===== config.mk =====
export PLATFORM = sky130hd
export DESIGN_NAME = multichannel_scalar_kalman
export DESIGN_NICKNAME = d
export VERILOG_FILES = /design/src/design/msk_pkg.sv /design/src/design/multichannel_scalar_kalman.sv /design/src/design/msk_mem.sv /design/src/design/msk_div.sv /design/src/design/msk_mul.sv
export VERILOG_INCLUDE_DIRS = /design/src /design/src/design
export SDC_FILE = /design/constraint.sdc
export NUM_CORES = 2
export LEC_CHECK = 0
export BUFFER_PORTS_ARGS = -buffer_cell sky130_fd_sc_hd__buf_4
export CELL_PAD_IN_SITES_DETAIL_PLACEMENT = 2
export CELL_PAD_IN_SITES_GLOBAL_PLACEMENT = 2
export CORE_MARGIN = 3
export CORE_UTILIZATION = 48
export DETAILED_ROUTE_END_ITERATION = 16
export PLACE_DENSITY = 0.84
export SLEW_MARGIN = 0
export SYNTH_ARGS = -nofsm -noshare
export SYNTH_HDL_FRONTEND = slang
export SYNTH_SLANG_ARGS = --single-unit

===== constraint.sdc =====
create_clock -name clk -period 14.97 [get_ports clk]
set_input_delay 2.994 -clock clk [delete_from_list [all_inputs] [get_ports clk]]
set_output_delay 2.994 -clock clk [all_outputs]
set_load 0.02 [all_outputs]

===== src/design/multichannel_scalar_kalman_assert.svh =====
// assertion macros used by the kalman filter top level
// expects clk and rst_n in the scope where a macro is used
`ifndef MULTICHANNEL_SCALAR_KALMAN_ASSERT_SVH
`define MULTICHANNEL_SCALAR_KALMAN_ASSERT_SVH

// same-cycle implication, checked out of reset
`define MSK_ASSERT_NOW(label, ante, cons, msg) \
  label: assert property (@(posedge clk) disable iff (!rst_n) (ante) |-> (cons)) \
    else $error(msg);

// next-cycle implication, checked out of reset
`define MSK_ASSERT_NEXT(label, ante, cons, msg) \
  label: assert property (@(posedge clk) disable iff (!rst_n) (ante) |=> (cons)) \
    else $error(msg);

`endif


===== src/design/msk_pkg.sv =====
// shared types and constants for the multichannel scalar kalman filter
// no dependencies; imported by every rtl module of the block
package msk_pkg;

  // field widths
  localparam int CH_W       = 3;
  localparam int MEAS_W     = 24;
  localparam int EST_W      = 24;
  localparam int COV_W      = 24;
  localparam int CFG_W      = 24;
  localparam int GAIN_W     = 16;
  localparam int IN_TDATA_W = 32;
  localparam int CFG_ADDR_W = 1;

  // serial datapath widths
  localparam int DEN_W      = COV_W + 1;
  localparam int MUL_A_W    = MEAS_W + 1;
  localparam int MUL_B_W    = GAIN_W + 1;

  // defaults
  localparam int CHANNELS_DEF = 8;

  // register reset values, unsigned q8.16
  localparam logic [CFG_W-1:0] PROCESS_NOISE_RST     = 24'd524;
  localparam logic [CFG_W-1:0] MEASUREMENT_NOISE_RST = 24'd655360;

  // gain constants: maximum gain in q0.16, one in q1.16
  localparam logic [GAIN_W-1:0]  GAIN_MAX = '1;
  localparam logic [MUL_B_W-1:0] ONE_Q16  = 17'h10000;

  // configuration register indexes
  localparam logic [CFG_ADDR_W-1:0] CFG_PROCESS_NOISE     = 1'b0;
  localparam logic [CFG_ADDR_W-1:0] CFG_MEASUREMENT_NOISE = 1'b1;

  // per-channel stored state
  typedef struct packed {
    logic signed [EST_W-1:0] estimate;
    logic [COV_W-1:0]        covariance;
  } chan_state_t;

  // sequencer states
  typedef enum logic [2:0] {
    S_IDLE,
    S_READ,
    S_DIV,
    S_MUL,
    S_FIN
  } msk_state_t;

endpackage


===== src/design/multichannel_scalar_kalman.sv =====
// multichannel scalar kalman filter, top level
// uses msk_pkg, msk_mem, msk_div, msk_mul and the assertion macro header
//
//   port group  dir  transaction   contents
//   in_*        in   tvalid/tready channel, measurement (q15.8)
//   out_*       out  tvalid/tready estimate (q15.8, saturated)
//   cfg_*       in   cfg_we        register index, 24-bit value
//
// an in-range item goes from accept through one memory read, the divider (a start
// step, then one step per quotient bit) and both multipliers (a start step, then
// one step per multiplier bit), then write-back once the output register is free
// an out-of-range channel skips the math and returns its measurement without write-back
// rst_n is synchronous; it clears the valid bits so all channel state reads zero
// the next item is taken while a result waits in the output register;
// only a second finished result stalls until out_tready
module multichannel_scalar_kalman #(
  parameter int CHANNELS = msk_pkg::CHANNELS_DEF
) (
  input  logic                                clk,
  input  logic                                rst_n,
  // input channel
  input  logic                                in_tvalid,
  output logic                                in_tready,
  input  logic [msk_pkg::IN_TDATA_W-1:0]      in_tdata,   // channel, measurement, zero pad
  // result channel
  output logic                                out_tvalid,
  input  logic                                out_tready,
  output logic [msk_pkg::EST_W-1:0]           out_tdata,  // estimate
  // configuration writes
  input  logic                                cfg_we,
  input  logic [msk_pkg::CFG_ADDR_W-1:0]      cfg_addr,
  input  logic [msk_pkg::CFG_W-1:0]           cfg_wdata
);
  import msk_pkg::*;

  `include "multichannel_scalar_kalman_assert.svh"

  localparam int AW = (CHANNELS > 1) ? $clog2(CHANNELS) : 1;
  localparam int P_W = MUL_A_W + MUL_B_W;
  localparam logic signed [EST_W+2:0] EST_MAX = 27'sd8388607;
  localparam logic signed [EST_W+2:0] EST_MIN = -27'sd8388608;
  localparam logic signed [P_W-1:0]   RND_HALF = 42'sd32768;

  // configuration registers
  logic [CFG_W-1:0] process_noise_r;
  logic [CFG_W-1:0] measurement_noise_r;

  always_ff @(posedge clk) begin
    if (!rst_n) begin
      process_noise_r     <= PROCESS_NOISE_RST;
      measurement_noise_r <= MEASUREMENT_NOISE_RST;
    end else if (cfg_we) begin
      unique case (cfg_addr)
        CFG_PROCESS_NOISE:     process_noise_r     <= cfg_wdata;
        CFG_MEASUREMENT_NOISE: measurement_noise_r <= cfg_wdata;
      endcase
    end
  end

  // input fields
  logic [CH_W-1:0]          in_channel;
  logic signed [MEAS_W-1:0] in_measurement;
  logic                     in_acc;
  logic                     in_range;

  assign in_channel     = in_tdata[CH_W-1:0];
  assign in_measurement = in_tdata[CH_W+MEAS_W-1:CH_W];
  assign in_acc         = in_tvalid & in_tready;
  assign in_range       = (32'(in_channel) < 32'(CHANNELS));

  // sequencer and item registers
  msk_state_t               state_r, state_nxt;
  logic [AW-1:0]            chan_r;
  logic signed [MEAS_W-1:0] meas_r;
  logic                     pass_r;
  logic signed [EST_W-1:0]  prior_r;
  logic signed [MUL_A_W-1:0] diff_r;
  logic [COV_W-1:0]         ppred_r;
  logic                     rzero_r;
  logic                     out_valid_r;
  logic [EST_W-1:0]         out_data_r;

  // memory, divider and multipliers
  chan_state_t              rd_data;
  chan_state_t              wr_data;
  logic                     wr_en;
  logic                     div_start;
  logic                     div_done;
  logic [GAIN_W-1:0]        div_quot;
  logic                     mul_start;
  logic                     mul_e_done;
  logic                     mul_p_done;
  logic signed [P_W-1:0]    prod_e;
  logic signed [P_W-1:0]    prod_p;

  // prediction from the stored entry
  logic signed [EST_W-1:0]  prior;
  logic [COV_W:0]           cov_sum;
  logic [COV_W-1:0]         ppred;
  logic [DEN_W-1:0]         denom;

  assign prior   = (rd_data.estimate == '0) ? meas_r : rd_data.estimate;
  assign cov_sum = {1'b0, rd_data.covariance} + {1'b0, process_noise_r};
  assign ppred   = cov_sum[COV_W] ? '1 : cov_sum[COV_W-1:0];
  assign denom   = {1'b0, ppred} + {1'b0, measurement_noise_r};

  // gain, with the r = 0 cases forced
  logic [GAIN_W-1:0] gain;
  assign gain = rzero_r ? ((ppred_r != '0) ? GAIN_MAX : '0) : div_quot;

  // correction, rounding and saturation
  logic signed [P_W-1:0]     prod_rnd;
  logic signed [EST_W+2:0]   est_sum;
  logic signed [EST_W-1:0]   est_sat;
  logic [COV_W-1:0]          pnew;
  logic                      out_free;

  assign prod_rnd = prod_e + RND_HALF;
  assign est_sum  = (EST_W+3)'(prior_r) + (EST_W+3)'($signed(prod_rnd[P_W-1:GAIN_W]));
  assign est_sat  = (est_sum > EST_MAX) ? EST_MAX[EST_W-1:0] :
                    (est_sum < EST_MIN) ? EST_MIN[EST_W-1:0] : est_sum[EST_W-1:0];
  assign pnew     = prod_p[COV_W+GAIN_W-1:GAIN_W];
  assign out_free = !out_valid_r || out_tready;

  // state register
  always_ff @(posedge clk) begin
    if (!rst_n) begin
      state_r <= S_IDLE;
    end else begin
      state_r <= state_nxt;
    end
  end

  // next state and strobes
  always_comb begin
    state_nxt = state_r;
    in_tready = 1'b0;
    div_start = 1'b0;
    mul_start = 1'b0;
    wr_en     = 1'b0;
    unique case (state_r)
      S_IDLE: begin
        in_tready = 1'b1;
        if (in_tvalid) begin
          state_nxt = in_range ? S_READ : S_FIN;
        end
      end
      S_READ: begin
        div_start = 1'b1;
        state_nxt = S_DIV;
      end
      S_DIV: begin
        if (div_done) begin
          mul_start = 1'b1;
          state_nxt = S_MUL;
        end
      end
      S_MUL: begin
        if (mul_e_done) begin
          state_nxt = S_FIN;
        end
      end
      S_FIN: begin
        if (out_free) begin
          wr_en     = !pass_r;
          state_nxt = S_IDLE;
        end
      end
      default: state_nxt = S_IDLE;
    endcase
  end

  // item datapath registers
  always_ff @(posedge clk) begin
    if (in_acc) begin
      chan_r <= AW'(in_channel);
      meas_r <= in_measurement;
    end
    if (state_r == S_READ) begin
      prior_r <= prior;
      diff_r  <= MUL_A_W'(meas_r) - MUL_A_W'(prior);
      ppred_r <= ppred;
      rzero_r <= (measurement_noise_r == '0);
    end
  end

  always_ff @(posedge clk) begin
    if (!rst_n) begin
      pass_r <= 1'b0;
    end else if (in_acc) begin
      pass_r <= !in_range;
    end
  end

  // output register
  always_ff @(posedge clk) begin
    if (!rst_n) begin
      out_valid_r <= 1'b0;
    end else if (state_r == S_FIN && out_free) begin
      out_valid_r <= 1'b1;
    end else if (out_tready) begin
      out_valid_r <= 1'b0;
    end
  end

  always_ff @(posedge clk) begin
    if (state_r == S_FIN && out_free) begin
      out_data_r <= pass_r ? meas_r : est_sat;
    end
  end

  assign out_tvalid = out_valid_r;
  assign out_tdata  = out_data_r;

  // write-back entry
  assign wr_data.estimate   = est_sat;
  assign wr_data.covariance = pnew;

  msk_mem #(
    .CHANNELS (CHANNELS),
    .AW       (AW)
  ) u_mem (
    .clk     (clk),
    .rst_n   (rst_n),
    .rd_en   (in_acc),
    .rd_addr (AW'(in_channel)),
    .rd_data (rd_data),
    .wr_en   (wr_en),
    .wr_addr (chan_r),
    .wr_data (wr_data)
  );

  msk_div u_div (
    .clk   (clk),
    .rst_n (rst_n),
    .start (div_start),
    .num   (ppred),
    .den   (denom),
    .done  (div_done),
    .quot  (div_quot)
  );

  // gain times innovation
  msk_mul #(
    .A_W (MUL_A_W),
    .B_W (MUL_B_W)
  ) u_mul_est (
    .clk    (clk),
    .rst_n  (rst_n),
    .start  (mul_start),
    .mcand  (diff_r),
    .mplier ({1'b0, gain}),
    .done   (mul_e_done),
    .prod   (prod_e)
  );

  // (1 - gain) times predicted covariance
  msk_mul #(
    .A_W (MUL_A_W),
    .B_W (MUL_B_W)
  ) u_mul_cov (
    .clk    (clk),
    .rst_n  (rst_n),
    .start  (mul_start),
    .mcand  ({1'b0, ppred_r}),
    .mplier (ONE_Q16 - {1'b0, gain}),
    .done   (mul_p_done),
    .prod   (prod_p)
  );

  // checks
  `MSK_ASSERT_NOW(a_mul_in_step, 1'b1, mul_e_done == mul_p_done, "multipliers out of step")
  `MSK_ASSERT_NOW(a_div_done_state, div_done, state_r == S_DIV, "divider done outside wait")
  `MSK_ASSERT_NOW(a_wr_in_range, wr_en, !pass_r, "write-back for out-of-range channel")
  `MSK_ASSERT_NOW(a_cov_shrinks, wr_en, pnew <= ppred_r, "updated covariance above prediction")
  `MSK_ASSERT_NEXT(a_pass_skips, in_acc && !in_range, state_r == S_FIN, "bypass item entered math")

endmodule


===== src/design/msk_mem.sv =====
// per-channel state memory: one write port, one registered read port
// entries never written read as zero through per-entry valid bits; uses msk_pkg
module msk_mem #(
  parameter int CHANNELS = msk_pkg::CHANNELS_DEF,
  parameter int AW       = 3
) (
  input  logic                 clk,
  input  logic                 rst_n,
  input  logic                 rd_en,
  input  logic [AW-1:0]        rd_addr,
  output msk_pkg::chan_state_t rd_data,
  input  logic                 wr_en,
  input  logic [AW-1:0]        wr_addr,
  input  msk_pkg::chan_state_t wr_data
);
  import msk_pkg::*;

  chan_state_t          mem [CHANNELS];
  chan_state_t          data_r;
  logic                 hit_r;
  logic [CHANNELS-1:0]  vld_r;

  // storage write
  always_ff @(posedge clk) begin
    if (wr_en) begin
      mem[wr_addr] <= wr_data;
    end
  end

  // valid bits, cleared by reset
  always_ff @(posedge clk) begin
    if (!rst_n) begin
      vld_r <= '0;
    end else if (wr_en) begin
      vld_r[wr_addr] <= 1'b1;
    end
  end

  // registered read
  always_ff @(posedge clk) begin
    if (rd_en) begin
      data_r <= mem[rd_addr];
    end
  end

  always_ff @(posedge clk) begin
    if (!rst_n) begin
      hit_r <= 1'b0;
    end else if (rd_en) begin
      hit_r <= vld_r[rd_addr];
    end
  end

  assign rd_data = hit_r ? data_r : '0;

endmodule


===== src/design/msk_div.sv =====
// restoring divider, one quotient bit per cycle, for the kalman gain
// computes floor(num * 2^16 / den) for num < den; uses msk_pkg
module msk_div (
  input  logic                         clk,
  input  logic                         rst_n,
  input  logic                         start,
  input  logic [msk_pkg::COV_W-1:0]    num,
  input  logic [msk_pkg::DEN_W-1:0]    den,
  output logic                         done,
  output logic [msk_pkg::GAIN_W-1:0]   quot
);
  import msk_pkg::*;

  localparam int CNT_W = $clog2(GAIN_W + 1);

  logic [DEN_W-1:0]  rem_r;
  logic [DEN_W-1:0]  den_r;
  logic [GAIN_W-1:0] quot_r;
  logic [CNT_W-1:0]  cnt_r;
  logic              busy_r;
  logic              done_r;
  logic [DEN_W:0]    shifted;
  logic              fits;

  // one trial subtraction per cycle
  assign shifted = {rem_r, 1'b0};
  assign fits    = (shifted >= {1'b0, den_r});

  always_ff @(posedge clk) begin
    if (start) begin
      rem_r  <= {1'b0, num};
      den_r  <= den;
      quot_r <= '0;
    end else if (busy_r) begin
      rem_r  <= fits ? DEN_W'(shifted - {1'b0, den_r}) : shifted[DEN_W-1:0];
      quot_r <= {quot_r[GAIN_W-2:0], fits};
    end
  end

  // step counter and done pulse
  always_ff @(posedge clk) begin
    if (!rst_n) begin
      busy_r <= 1'b0;
      done_r <= 1'b0;
      cnt_r  <= '0;
    end else begin
      done_r <= 1'b0;
      if (start) begin
        busy_r <= 1'b1;
        cnt_r  <= CNT_W'(GAIN_W);
      end else if (busy_r) begin
        cnt_r <= cnt_r - 1'b1;
        if (cnt_r == CNT_W'(1)) begin
          busy_r <= 1'b0;
          done_r <= 1'b1;
        end
      end
    end
  end

  assign done = done_r;
  assign quot = quot_r;

endmodule


===== src/design/msk_mul.sv =====
// shift-add multiplier, one multiplier bit per cycle
// signed multiplicand times unsigned multiplier; uses msk_pkg for defaults
module msk_mul #(
  parameter int A_W = msk_pkg::MUL_A_W,
  parameter int B_W = msk_pkg::MUL_B_W
) (
  input  logic                        clk,
  input  logic                        rst_n,
  input  logic                        start,
  input  logic signed [A_W-1:0]       mcand,
  input  logic [B_W-1:0]              mplier,
  output logic                        done,
  output logic signed [A_W+B_W-1:0]   prod
);
  import msk_pkg::*;

  localparam int P_W   = A_W + B_W;
  localparam int CNT_W = $clog2(B_W + 1);

  logic signed [P_W-1:0] acc_r;
  logic signed [P_W-1:0] mcand_r;
  logic [B_W-1:0]        mplier_r;
  logic [CNT_W-1:0]      cnt_r;
  logic                  busy_r;
  logic                  done_r;

  // partial product add and shift
  always_ff @(posedge clk) begin
    if (start) begin
      acc_r    <= '0;
      mcand_r  <= P_W'(mcand);
      mplier_r <= mplier;
    end else if (busy_r) begin
      if (mplier_r[0]) begin
        acc_r <= acc_r + mcand_r;
      end
      mcand_r  <= mcand_r <<< 1;
      mplier_r <= mplier_r >> 1;
    end
  end

  // step counter and done pulse
  always_ff @(posedge clk) begin
    if (!rst_n) begin
      busy_r <= 1'b0;
      done_r <= 1'b0;
      cnt_r  <= '0;
    end else begin
      done_r <= 1'b0;
      if (start) begin
        busy_r <= 1'b1;
        cnt_r  <= CNT_W'(B_W);
      end else if (busy_r) begin
        cnt_r <= cnt_r - 1'b1;
        if (cnt_r == CNT_W'(1)) begin
          busy_r <= 1'b0;
          done_r <= 1'b1;
        end
      end
    end
  end

  assign done = done_r;
  assign prod = acc_r;

endmodule


==> key figures <==
Outcome
  – Run status: complete, no violations

Global route
  – First-pass GRT wire length: 234000 um
  – Vias in the first global route: 35178
  – Initial antenna violation count: 6
  – Overflow after GRT: 0
  – GR Util All Layers: 0.328
  – Largest net degree at the start of global routing: 83

CTS
  – Clock Sink Count: 901
  – H-tree levels: 3
  – Hold buffer count at cts: 0
  – Setup bufs post-CTS: 0
  – Post-CTS sizing: 0
  – CTS root buf: clkbuf_16
  – CTS buffer count: 96
  – TritonCTS clock tree: yes
  – Worst skew pair latency: 0.72 ns
  – Clock Path Buffers: 3
  – CTS clk-pin slew, worst paths: 0.07 ns

STA
  – Worst Skew: 0.0793 ns
  – Final Max Slew Viols: 0
  – Slew HR: 0.167
  – Setup tns final: 0 ns
  – RSZ-0062 raised after global routing: no
  – Final period util: 0.478
  – Slew @ Worst Pin: 1.25 ns
  – PnR worst setup slack: 7.81 ns
  – Setup violators final: 0
  – Max frequency: 140 MHz
  – Final min period: 7.16 ns
  – Hold WS: 0.470 ns
  – Hold Violations, Final: 0

Pwr
  – Sw frac: 0.313
  – Net switching power: 2.30 mW
  – P_leak: 19.1 nW
  – Clock share of power: 0.359
  – Cell-internal power: 5.05 mW
  – Max VDD drop: 0.000147 V
  – Comb power frac: 0.215
  – Seq pwr share: 0.427
  – Cell Pwr Density: 149 nW/um2

Setup path
  – CP Class: flop to flop
  – FF-to-FF path depth: 26
  – Element type at the critical path start: flop
  – Worst r2r dst: u_div.den_r[21]
  – Setup crit start: u_mem.hit_r
  – CP Capture Point: u_div.den_r[21]
  – Worst EP required: 15.40 ns
  – R2R Setup Slk: 7.81 ns
  – CP Data Arrival Time: 7.59 ns
  – CP Max Fanout: 48
  – CP Capture Type: flop
  – FF-to-FF Start: u_mem.hit_r

Cells and area
  – Non-filler instance count after layout: 4992
  – Synth-to-layout area growth: 12.1%
  – Multi-input gate area: 17900 um2
  – Fillcell total: 8421
  – Layout cell share with drive strength beyond 1: 0.120
  – Storage cell area: 25100 um2
  – Nets: 4015

Synth
  – Main synth FF type: edfxtp_1
  – EDFF count, synth: 705
  – Synth warnings: 0
  – Async SR Flop Fraction: 0
  – Cell Area, Synth: 43900 um2
  – Sequential area share after synthesis: 0.572
  – Distinct cells, synth: 82
  – Yosys reg bits: 901
  – Synth Net Count: 3944
  – Average size of a mapped cell: 12.0 um2
  – Synth Instances: 3661

Die
  – Core area: 90400 um2
  – Initial Util: 0.486
  – DIE HEIGHT: 308 um
  – Site Rows: 110
  – Die W: 308 um
  – Area of the die: 95100 um2
  – # IOs: 88

Hold path
  – Hold/Removal Path Class: flop to flop

Placement
  – Hpwl dp: 97500 um
  – # placed instances: 4810
  – Pre-CTS WS: 8.11 ns
  – Port bufs: 82
  – GP Congestion: 0.884

Flow run
  – Reported max-cap violation count: 0

Drt
  – Via count: 31693
  – Routed WL per cell: 31.2 um
  – Final wirelength: 156000 um
  – Via density per instance: 6.35
  – Drt pass-1 iters: 5
  – Residual DRC count: 0
  – 1st-iter DRT viols: 2667
  – Detail Route Antenna Nets: 0
worst min-delay path by stage:
| stage | from | end | slack, ns | depth (start not counted) |
|---|---|---|---|---|
| after floorplan | u_mem.vld_r[2] | u_mem.vld_r[2] | 0.44 | 1 |
| after global placement | u_mem.vld_r[2] | u_mem.vld_r[2] | 0.44 | 1 |
| after detailed placement | u_mul_cov.prod[6] | u_mul_cov.prod[6] | 0.46 | 2 |
| after CTS | u_mul_cov.prod[6] | u_mul_cov.prod[6] | 0.47 | 2 |
| after global routing | u_mul_est.prod[5] | u_mul_est.prod[5] | 0.50 | 2 |
| final | u_mul_est.prod[10] | u_mul_est.prod[10] | 0.47 | 2 |
layout by cell type (no fill, tap or decap), types with 34 or more instances in the layout:
master / netlist / final
a21boi_0: 52 / 52
inv_1: 118 / 118
nand2_1: 503 / 503
and2_1: 47 / 46
clkbuf_16: 0 / 96
mux2_2: 49 / 49
a211oi_1: 39 / 39
mux2i_1: 35 / 35
nand3_1: 78 / 78
buf_4: 0 / 119
xnor2_1: 127 / 127
o21ai_0: 83 / 83
a21o_1: 106 / 106
o21ai_1: 67 / 67
nor2b_1: 39 / 39
nor3_1: 48 / 46
a21oi_1: 223 / 223
a31oi_1: 34 / 34
ha_1: 214 / 214
mux4_2: 98 / 98
xor2_1: 78 / 78
nor2_1: 209 / 201
o21a_1: 45 / 45
edfxtp_1: 705 / 705
dfxtp_1: 196 / 196
power groups by stage:
stage / combinational, mW / clock [mW] / sequential (mW)
floorplan: 1.03 / 0 / 3.12
global placement: 1.34 / 0 / 3.15
detailed placement: 1.50 / 0 / 3.18
CTS: 1.56 / 2.66 / 3.13
global route: 1.71 / 2.74 / 3.14
finish: 1.58 / 2.63 / 3.13
worst max-delay path, cell delays in order, from the launching register on:
cell	delay, ns
dfxtp_1	0.36
buf_4	0.48
and2_1	0.23
ha_1	0.27
a21o_1	0.17
a21oi_1	0.27
o21a_1	0.24
o21ai_1	0.18
nand3_1	0.15
a31oi_1	0.12
o21a_1	0.20
nor2_2	0.07
buf_4	0.35
nor2b_1	0.38
inv_1	0.15
ha_1	0.33
a21o_1	0.18
a21oi_1	0.23
nand2b_1	0.21
a211oi_1	0.14
nor4_1	0.39
nor2_1	0.13
o41ai_1	0.46
o211ai_1	0.32
a2111oi_0	0.52
nor3_1	0.16
xor2_1	0.17
metrics by stage:
step	instance area [um2]	total power, mW	utilization
finish	49200	7.34	0.544
global route	49200	7.60	0.544
CTS	49200	7.35	0.544
detailed placement	45800	4.67	0.507
global placement	45800	4.50	0.507
floorplan	43900	4.15	-
flip-flops by register name, indices dropped and copies added, names as in the netlist, 24 cells and up:
register,flops
process_noise_r,24
out_tdata,24
u_div.den_r,25
u_mul_est.prod,42
u_mul_est.mcand_r,42
u_mem.mem,384
u_mul_cov.prod,40
measurement_noise_r,24
ppred_r,24
meas_r,24
prior_r,24
diff_r,25
u_mem.data_r,48
u_div.rem_r,25
u_mul_cov.mcand_r,40
area by class of cell:
class,count,area share
Antenna cell,1,0.0000508
Multi-Input combinational cell,2492,0.363
Clock buffer,127,0.0538
Inverter,121,0.00928
Timing Repair Buffer,120,0.0184
Tap cell,1176,0.0299
Sequential cell,901,0.510
Clock inverter,54,0.0153
layer usage:
metal / vias to the layer above / GRT usage / wire, um
met5: - / 0 / 11
met4: 2 / 0.124 / 6480
met3: 363 / 0.0588 / 9720
met2: 1167 / 0.567 / 77500
met1: 16444 / 0.411 / 61900
li1: 13717 / - / -
synthesized netlist by cell type (29+ instances only):
library cell | number | share of area
nand2_1 | 503 | 0.043
xor2_1 | 78 | 0.016
nand2b_1 | 29 | 0.0041
and2_1 | 47 | 0.0067
clkbuf_1 | 123 | 0.011
edfxtp_1 | 705 | 0.48
mux2_2 | 49 | 0.013
a21o_1 | 106 | 0.018
ha_1 | 214 | 0.061
dfxtp_1 | 196 | 0.089
o21ai_0 | 83 | 0.0095
a21boi_0 | 52 | 0.0089
a211oi_1 | 39 | 0.0067
mux2i_1 | 35 | 0.0080
mux4_2 | 98 | 0.050
inv_1 | 118 | 0.010
nor3_1 | 48 | 0.0055
nand3_1 | 78 | 0.0089
o21ai_1 | 67 | 0.0076
nor2_1 | 209 | 0.018
a21oi_1 | 223 | 0.025
a31oi_1 | 34 | 0.0048
o21a_1 | 45 | 0.0077
nor2b_1 | 39 | 0.0056
xnor2_1 | 127 | 0.025
cells by family after synthesis:
kind of cell               Yosys count  synth area share
AOI/OAI and AO/OA                  800             0.117
xor gates and xnor gates           205            0.0409
adders and majority gates          221            0.0642
buffers and inverters              268            0.0230
DFF                                901             0.572
muxes                              183            0.0711
and+or+nand+nor                   1083             0.112
No activity file was read; power rests on OpenSTA's default activity.
